--- config.mk ---
export PLATFORM = sky130hd
export DESIGN_NAME = hampel_outlier_filter_top
export DESIGN_NICKNAME = d
export VERILOG_FILES = /design/src/hof_pkg.sv /design/src/hof_ctrl.sv /design/src/hof_datapath.sv /design/src/hampel_outlier_filter_top.sv
export VERILOG_INCLUDE_DIRS = /design/src /design/src/src
export SDC_FILE = /design/constraint.sdc
export NUM_CORES = 2
export LEC_CHECK = 0
export BUFFER_PORTS_ARGS = -buffer_cell sky130_fd_sc_hd__buf_2
export CORE_MARGIN = 10
export CORE_UTILIZATION = 45
export DETAILED_ROUTE_END_ITERATION = 10
export PLACE_DENSITY = 0.71
export SYNTH_ARGS = -nofsm -noshare
export SYNTH_HDL_FRONTEND = slang
export SYNTH_SLANG_ARGS = --single-unit
--- constraint.sdc ---
create_clock -name clk -period 7.5 [get_ports clk]
set_input_delay 0.75 -clock clk [delete_from_list [all_inputs] [get_ports clk]]
set_output_delay 0.75 -clock clk [all_outputs]
set_load 0.01 [all_outputs]
--- src/assert_macros.svh ---
// assertion macros used by the top-level rtl file
// no dependencies; define NO_ASSERTIONS to compile them out
`ifndef ASSERT_MACROS_SVH
`define ASSERT_MACROS_SVH

`ifndef NO_ASSERTIONS

// property checked on every rising edge outside reset
`define ASSERT_CLK(label, clk, rst, prop, msg) \
  label: assert property (@(posedge clk) disable iff (rst) (prop)) else $error(msg);

// implication checked on every rising edge outside reset
`define ASSERT_IMPLY(label, clk, rst, ante, cons, msg) \
  label: assert property (@(posedge clk) disable iff (rst) (ante) |-> (cons)) else $error(msg);

`else

`define ASSERT_CLK(label, clk, rst, prop, msg)
`define ASSERT_IMPLY(label, clk, rst, ante, cons, msg)

`endif

`endif

--- src/hof_pkg.sv ---
// shared types, constants and helpers for the hampel outlier filter
// no dependencies
package hof_pkg;

  localparam int HALF_WINDOW = 3;
  localparam int WIN_LEN     = 2 * HALF_WINDOW + 1;
  localparam int PTR_W       = $clog2(WIN_LEN);
  localparam int CNT_W       = $clog2(2 * HALF_WINDOW + 1);
  localparam int RANK_CNT_W  = $clog2(WIN_LEN + 1);

  localparam int SAMPLE_W = 16;
  localparam int DEV_W    = 16;
  localparam int RANK_W   = SAMPLE_W + 1;
  localparam int SCALE_W  = 12;
  localparam int FRAC_W   = 8;
  localparam int PROD_W   = SCALE_W + DEV_W;

  localparam logic [SCALE_W-1:0] SCALE_RESET  = SCALE_W'(1139);
  localparam logic [PTR_W-1:0]   LAST_SLOT    = PTR_W'(2 * HALF_WINDOW);
  localparam logic [PTR_W-1:0]   CENTER_RESET = PTR_W'(HALF_WINDOW - 1);
  localparam logic [CNT_W-1:0]   WARM_DONE    = CNT_W'(2 * HALF_WINDOW);
  localparam logic [PTR_W-1:0]   IDX_LAST     = PTR_W'(WIN_LEN - 1);

  typedef enum logic [2:0] {
    ST_IDLE,
    ST_MED,
    ST_DEV,
    ST_MAD,
    ST_MULT,
    ST_FINISH
  } hof_state_t;

  typedef struct packed {
    logic             accept;
    logic             rank_step;
    logic             mad_phase;
    logic             dev_load;
    logic             mult;
    logic             finish;
    logic [PTR_W-1:0] idx;
  } hof_cmd_t;

  typedef struct packed {
    logic warm;
    logic out_busy;
  } hof_status_t;

  function automatic logic [PTR_W-1:0] ring_next(input logic [PTR_W-1:0] p);
    logic [PTR_W-1:0] n;
    if (p == IDX_LAST) begin
      n = '0;
    end else begin
      n = p + PTR_W'(1);
    end
    return n;
  endfunction

endpackage

--- src/hof_ctrl.sv ---
// sequencer for the hampel outlier filter: request handshake and phase order
// depends on hof_pkg
module hof_ctrl
  import hof_pkg::*;
(
  input  logic        clk,
  input  logic        rst,
  input  logic        in_valid,
  output logic        in_ready,
  input  hof_status_t sts,
  output hof_cmd_t    cmd
);

  hof_state_t       state, state_next;
  logic [PTR_W-1:0] idx, idx_next;

  always_ff @(posedge clk) begin
    if (rst) begin
      state <= ST_IDLE;
      idx   <= '0;
    end else begin
      state <= state_next;
      idx   <= idx_next;
    end
  end

  always_comb begin
    state_next = state;
    idx_next   = idx;
    in_ready   = 1'b0;
    cmd        = '0;
    cmd.idx    = idx;
    case (state)
      ST_IDLE: begin
        // warmup results leave at once, so they need a free output slot
        in_ready = sts.warm ? !sts.out_busy : 1'b1;
        if (in_valid && in_ready) begin
          cmd.accept = 1'b1;
          if (!sts.warm) begin
            state_next = ST_MED;
            idx_next   = '0;
          end
        end
      end
      ST_MED: begin
        cmd.rank_step = 1'b1;
        idx_next      = ring_next(idx);
        if (idx == IDX_LAST) begin
          state_next = ST_DEV;
        end
      end
      ST_DEV: begin
        cmd.dev_load = 1'b1;
        idx_next     = '0;
        state_next   = ST_MAD;
      end
      ST_MAD: begin
        cmd.rank_step = 1'b1;
        cmd.mad_phase = 1'b1;
        idx_next      = ring_next(idx);
        if (idx == IDX_LAST) begin
          state_next = ST_MULT;
        end
      end
      ST_MULT: begin
        cmd.mult   = 1'b1;
        state_next = ST_FINISH;
      end
      ST_FINISH: begin
        if (!sts.out_busy) begin
          cmd.finish = 1'b1;
          state_next = ST_IDLE;
        end
      end
      default: begin
        state_next = ST_IDLE;
      end
    endcase
  end

endmodule

--- src/hof_datapath.sv ---
// window ring, rank-count unit, deviation lanes, threshold multiply, result register
// depends on hof_pkg
module hof_datapath
  import hof_pkg::*;
(
  input  logic                       clk,
  input  logic                       rst,
  input  hof_cmd_t                   cmd,
  output hof_status_t                sts,
  input  logic signed [SAMPLE_W-1:0] sample,
  input  logic                       cfg_we,
  input  logic [SCALE_W-1:0]         cfg_wdata,
  output logic                       out_valid,
  input  logic                       out_ready,
  output logic signed [SAMPLE_W-1:0] filtered,
  output logic                       replaced,
  output logic                       warming_up
);

  function automatic logic [DEV_W-1:0] abs_dev(input logic signed [SAMPLE_W-1:0] a,
                                               input logic signed [SAMPLE_W-1:0] b);
    logic signed [RANK_W-1:0] d;
    d = RANK_W'(a) - RANK_W'(b);
    if (d < 0) begin
      d = -d;
    end
    return d[DEV_W-1:0];
  endfunction

  logic signed [SAMPLE_W-1:0] win [WIN_LEN];
  logic signed [RANK_W-1:0]   rank [WIN_LEN];
  logic [PTR_W-1:0]           wp, cp, wp_n;
  logic [CNT_W-1:0]           warm_cnt;
  logic [SCALE_W-1:0]         scale;
  logic signed [SAMPLE_W-1:0] med;
  logic [DEV_W-1:0]           mad, devc;
  logic [PROD_W-1:0]          prod;

  logic signed [RANK_W-1:0]   cand;
  logic [RANK_CNT_W-1:0]      less_cnt, leq_cnt;
  logic                       hit, warm, repl;
  logic signed [SAMPLE_W-1:0] center_val;

  assign warm       = warm_cnt < WARM_DONE;
  assign wp_n       = ring_next(wp);
  assign center_val = win[cp];
  assign repl       = (PROD_W'(devc) << FRAC_W) > prod;

  assign sts.warm     = warm;
  assign sts.out_busy = out_valid && !out_ready;

  // rank of the candidate among all lanes
  always_comb begin
    cand     = rank[cmd.idx];
    less_cnt = '0;
    leq_cnt  = '0;
    for (int j = 0; j < WIN_LEN; j++) begin
      less_cnt = less_cnt + RANK_CNT_W'(rank[j] < cand);
      leq_cnt  = leq_cnt + RANK_CNT_W'(rank[j] <= cand);
    end
    hit = (less_cnt <= RANK_CNT_W'(HALF_WINDOW)) && (leq_cnt > RANK_CNT_W'(HALF_WINDOW));
  end

  // control registers
  always_ff @(posedge clk) begin
    if (rst) begin
      wp        <= LAST_SLOT;
      cp        <= CENTER_RESET;
      warm_cnt  <= '0;
      scale     <= SCALE_RESET;
      out_valid <= 1'b0;
    end else begin
      if (cfg_we) begin
        scale <= cfg_wdata;
      end
      if (cmd.accept) begin
        wp <= wp_n;
        if (warm) begin
          warm_cnt <= warm_cnt + CNT_W'(1);
        end else begin
          cp <= ring_next(cp);
        end
      end
      if ((cmd.accept && warm) || cmd.finish) begin
        out_valid <= 1'b1;
      end else if (out_ready) begin
        out_valid <= 1'b0;
      end
    end
  end

  // payload registers
  always_ff @(posedge clk) begin
    if (cmd.accept) begin
      win[wp_n] <= sample;
      if (warm) begin
        filtered   <= sample;
        replaced   <= 1'b0;
        warming_up <= 1'b1;
      end else begin
        for (int j = 0; j < WIN_LEN; j++) begin
          rank[j] <= (PTR_W'(j) == wp_n) ? RANK_W'(sample) : RANK_W'(win[j]);
        end
      end
    end
    if (cmd.rank_step && hit) begin
      if (cmd.mad_phase) begin
        mad <= cand[DEV_W-1:0];
      end else begin
        med <= cand[SAMPLE_W-1:0];
      end
    end
    if (cmd.dev_load) begin
      for (int j = 0; j < WIN_LEN; j++) begin
        rank[j] <= RANK_W'({1'b0, abs_dev(win[j], med)});
      end
      devc <= abs_dev(center_val, med);
    end
    if (cmd.mult) begin
      prod <= PROD_W'(scale) * PROD_W'(mad);
    end
    if (cmd.finish) begin
      if (repl) begin
        win[cp] <= med;
      end
      filtered   <= repl ? med : center_val;
      replaced   <= repl;
      warming_up <= 1'b0;
    end
  end

endmodule

--- src/hampel_outlier_filter_top.sv ---
// top level of the hampel outlier filter: sequencer plus datapath
// depends on hof_pkg, hof_ctrl, hof_datapath and assert_macros.svh
//
//   channel  | handshake             | payload
//   ---------+-----------------------+----------------------------------
//   input    | in_valid / in_ready   | sample (s16)
//   output   | out_valid / out_ready | filtered (s16), replaced, warming_up
//   config   | cfg_we                | cfg_wdata (outlier_scale, u12 q4.8)
//
// the first 2*HALF_WINDOW requests are warmup: each goes straight to the
// output register, taken only while that register is free
// after warmup a request runs through these steps in order: one accept,
// a rank-count sweep for the median, one deviation load, a rank-count sweep
// for the mad, one multiply, one finish; each sweep steps through the window,
// one window entry per cycle
// the finish step waits while the previous result is still stalled on the
// output; a new request is accepted while a finished result waits
// rst is synchronous; the window ring is not cleared, warmup and the first filtering request fill it
`include "assert_macros.svh"

module hampel_outlier_filter_top
  import hof_pkg::*;
(
  input  logic                       clk,
  input  logic                       rst,
  input  logic                       in_valid,
  output logic                       in_ready,
  input  logic signed [SAMPLE_W-1:0] sample,
  output logic                       out_valid,
  input  logic                       out_ready,
  output logic signed [SAMPLE_W-1:0] filtered,
  output logic                       replaced,
  output logic                       warming_up,
  input  logic                       cfg_we,
  input  logic [SCALE_W-1:0]         cfg_wdata
);

  // commands from the sequencer and status back from the datapath
  hof_cmd_t    cmd;
  hof_status_t sts;

  hof_ctrl u_ctrl (
    .clk      (clk),
    .rst      (rst),
    .in_valid (in_valid),
    .in_ready (in_ready),
    .sts      (sts),
    .cmd      (cmd)
  );

  hof_datapath u_dp (
    .clk        (clk),
    .rst        (rst),
    .cmd        (cmd),
    .sts        (sts),
    .sample     (sample),
    .cfg_we     (cfg_we),
    .cfg_wdata  (cfg_wdata),
    .out_valid  (out_valid),
    .out_ready  (out_ready),
    .filtered   (filtered),
    .replaced   (replaced),
    .warming_up (warming_up)
  );

  // a result is only written into a free output slot
  `ASSERT_IMPLY(a_finish_free, clk, rst, cmd.finish, !(out_valid && !out_ready), "finish into a busy output")

  // a new result appears only after a warmup accept or a finish step
  `ASSERT_IMPLY(a_out_source, clk, rst, $rose(out_valid), $past((cmd.accept && sts.warm) || cmd.finish), "unexpected result")

  // a filtering request starts the median sweep on the next cycle
  `ASSERT_CLK(a_sweep_start, clk, rst, (cmd.accept && !sts.warm) |=> cmd.rank_step, "median sweep not started")

endmodule
==> impl_metrics.tcl <==
set metrics [dict create \
    grt_first_pass_wirelength_um 167000 \
    dieArea_um2 87500 \
    min_period_ps 6350 \
    cp.required_ps 7820 \
    crit_path_end_kind "flop" \
    cap_violations 0 \
    wl_um 112000 \
    yosys_warnings 0 \
    path_cells "buf_4 -> mux4_2 -> mux2i_1 -> ha_1 -> a21o_1 -> a21oi_1 -> nor2_1 -> a2111o_1 -> nand2_1 -> nand4b_1 -> mux2i_1 -> a31o_2 -> ha_1 -> fa_1 -> ha_1 -> and3_1 -> a311oi_1 -> xnor2_1 -> and3_1 -> buf_4" \
    power.density_nw_per_um2 174 \
    cp-start-kind "flop" \
    path_delay_family "multiplexers" \
    fmax_mhz 158 \
    synthXorXnorAreaFrac_pct 5.36 \
    postSynthAreaPerCell_um2 9.88 \
    synth_area_leaders "edfxtp_1, ha_1, fa_1" \
    synthAdderAreaFrac_pct 21.5 \
    final_max_slew_viol_count 0 \
    yosys.area_share.simple_pct 13.8 \
    tightestPinTransition_ps 1270 \
    rsz0062_at_grt "false" \
    synth_top_family_by_area "adder cells" \
    grt_max_degree 78 \
    ioPinCount 53 \
    synth_top_cell_area_share_pct 29.4 \
    routedWlPerCell_um 25.0 \
    p_leak_nw 15.1 \
    drive_above_1_share_pct 8.94 \
    place_inst 4407 \
    syn-cell-area_um2 34200 \
    synth_edf_count 335 \
    skew_ps 37.4 \
    path_class "reg2reg" \
    cts.hold.buffers_added 0 \
    ant_nets 0 \
    start_util_pct 45.2 \
    crit_buf_inv 2 \
    cpMostUsedCell "ha_1" \
    antenna_found_initial 7 \
    initialDrtViolationCount 3405 \
    worstHoldPathType "in2reg" \
    synth_flop_cell "edfxtp_1" \
    final_hold_viol_count 0 \
    clk_pin_slew_worst_paths_ps 60 \
    post_cts_buffers 0 \
    grt_util_all_layers_pct 25.3 \
    crit_fanout 26 \
    synth_top_cell_by_area "edfxtp_1" \
    fp.dieH_um 296 \
    async_reset_ff_share_pct 0 \
    fin_crit_sh_pct 84.6 \
    synth.distinct_cells 85 \
    drcViolationCount 0 \
    slew_headroom_pct 14.3 \
    cts_resized 0 \
    num_rows 101 \
    insertion_delay_ps 630 \
    synth_mux_area_share_pct 8.04 \
    cts_sinks 375 \
    area_delta_synth_final_pct 8.60 \
    gp_congestion 1.00 \
    clk_path_buf_depth 3 \
    synthesis.instances 3465 \
    layout_setup_ws_ps 1150 \
    die_w_um 296 \
    fin_setup_tns_ps 0 \
    status "finished, final reports clean" \
    coreArea_um2 75700 \
    synth_seq_cells 375 \
    synth_common_cells "ha_1, edfxtp_1, nand2_1, inv_1, nor2_1" \
    postSynthNetCount 3995 \
    synth-compound-area-share_pct 14.7 \
    htreeDepth 2 \
    clockRootBuffer "clkbuf_16" \
    vdd_drop_max_mv 0.169 \
    tritoncts "done" \
    final_nets 4006 \
    cp_slowest_stage_delay_ps 720 \
    yosysMostFrequentCell "ha_1" \
    grt_overflow_total 0 \
    fill_cells 6829 \
    seq_area_frac_synth_pct 31.7 \
    cts_buffers 45 \
    vias_per_cell 6.23 \
    hpwl_um 87800 \
    drtPass1Iterations 6 \
    arrival_ps 6660 \
    stdcell_count 4491 \
    port_buffers 52 \
    vias 28000 \
    dpl_worst_slack_ps 1110 \
    grt_pass1_vias 26100 \
    setup_viol 0 \
    crit_slowest_cell "mux2i_1" \
]
## power breakdown
group | switching, W | total [W] | internal [W] | leakage, nW
clock network | 0.000963 | 0.00222 | 0.00125 | 0.736
logic | 0.00104 | 0.00182 | 0.000772 | 11.0
registers | 0.0000516 | 0.00243 | 0.00238 | 3.33
## placed cells by master, fill, tap and decap left out, drive strengths merged, types with 21 or more instances in the layout
cell type and instances:
a211oi 26, a21o 71, a21oi 175, a31oi 35
and2 74, and3 21, buf 115, clkbuf 53
clkinv 21, dfxtp 40, edfxtp 335, fa 153
ha 344, inv 289, mux2 21, mux2i 141
mux4 49, nand2 306, nand2b 23, nand3 90
nand4 30, nor2 194, nor2b 60, nor3 72
o21a 55, o21ai 145, o22ai 75, o31ai 22
xnor2 140, xor2 67
## kinds of logic (layout without fill, tap and decap cells)
kind of cell             Yosys count  after routing
AO/OA/AOI/OAI                    770            770
XOR/XNOR                         208            208
adder cells (fa/ha/maj)          497            497
buffers and inverters            436            483
flip-flops                       375            375
multiplexers                     211            211
other                              0              1
AND/OR/NAND/NOR                  968            968
## path summary, 6_finish.rpt
| path | start | end | slack [ps] | cells past startpoint |
|---|---|---|---|---|
| max reg2reg | flop | u_dp.mad[11]$_DFFE_PP_ | 1150 | 20 |
| min | cfg_wdata[5] | u_dp.scale[5]$_SDFFE_PP1P_ | 330 | 2 |
| max | flop | u_dp.mad[11]$_DFFE_PP_ | 1150 | 20 |
| min reg2reg | u_dp.warming_up$_SDFFE_PP0P_ | u_dp.warming_up$_SDFFE_PP0P_ | 460 | 1 |
## through the flow
step | util [%] | hold slack [ps] | total power, W | instance area, um2
after global routing | 49.1 | 326 | 0.00679 | 37200
after global placement | 47.1 | 443 | 0.00423 | 35700
after detailed placement | 47.1 | 459 | 0.00424 | 35700
after floorplan | - | 437 | 0.00380 | 34200
after CTS | 49.1 | 311 | 0.00648 | 37200
final | 49.1 | 334 | 0.00646 | 37200
## state kept, by name, summed over array words and instances, names as in the netlist, named ones only
signal           cells
u_dp.replaced        1
u_dp.med            16
u_ctrl.idx           3
u_dp.wp              3
u_dp.out_valid       1
u_dp.devc           16
u_ctrl.state         3
u_dp.warm_cnt        3
u_dp.prod           28
u_dp.rank          119
u_dp.filtered       16
u_dp.scale          12
u_dp.win           128
u_dp.mad            16
u_dp.warming_up      1
u_dp.cp              3
## routing by layer
layer	up-vias	share of wire, %	routed length (um)	track usage (%)
met5	-	0.048	54	0
met4	8	4.8	5360	10.5
met3	294	13	14300	7.16
met2	1519	42	46700	36.9
met1	13500	41	45900	34.9
li1	12600	-	-	-
## worst reg2reg max path, delay by kind of cell (launching register included)
kind	cells	cell delay [ps]
multiplexers	3	1560
AO/OA/AOI/OAI	5	1160
flip-flops	1	490
adder cells (fa/ha/maj)	4	1310
buffers and inverters	2	700
XOR/XNOR	1	230
AND/OR/NAND/NOR	5	610
## area by class of cell
cell class,count,area [um2],area share [%]
Multi-Input combinational cell,2654,21800,58.6
Sequential cell,375,10900,29.2
Tap cell,978,1220,3.29
Clock buffer,53,1220,3.28
Inverter,285,1070,2.88
Timing Repair Buffer,115,733,1.97
Clock inverter,30,293,0.788
Antenna cell,1,2.50,0.00673
Note: power is estimated with default switching activity, not from simulation.
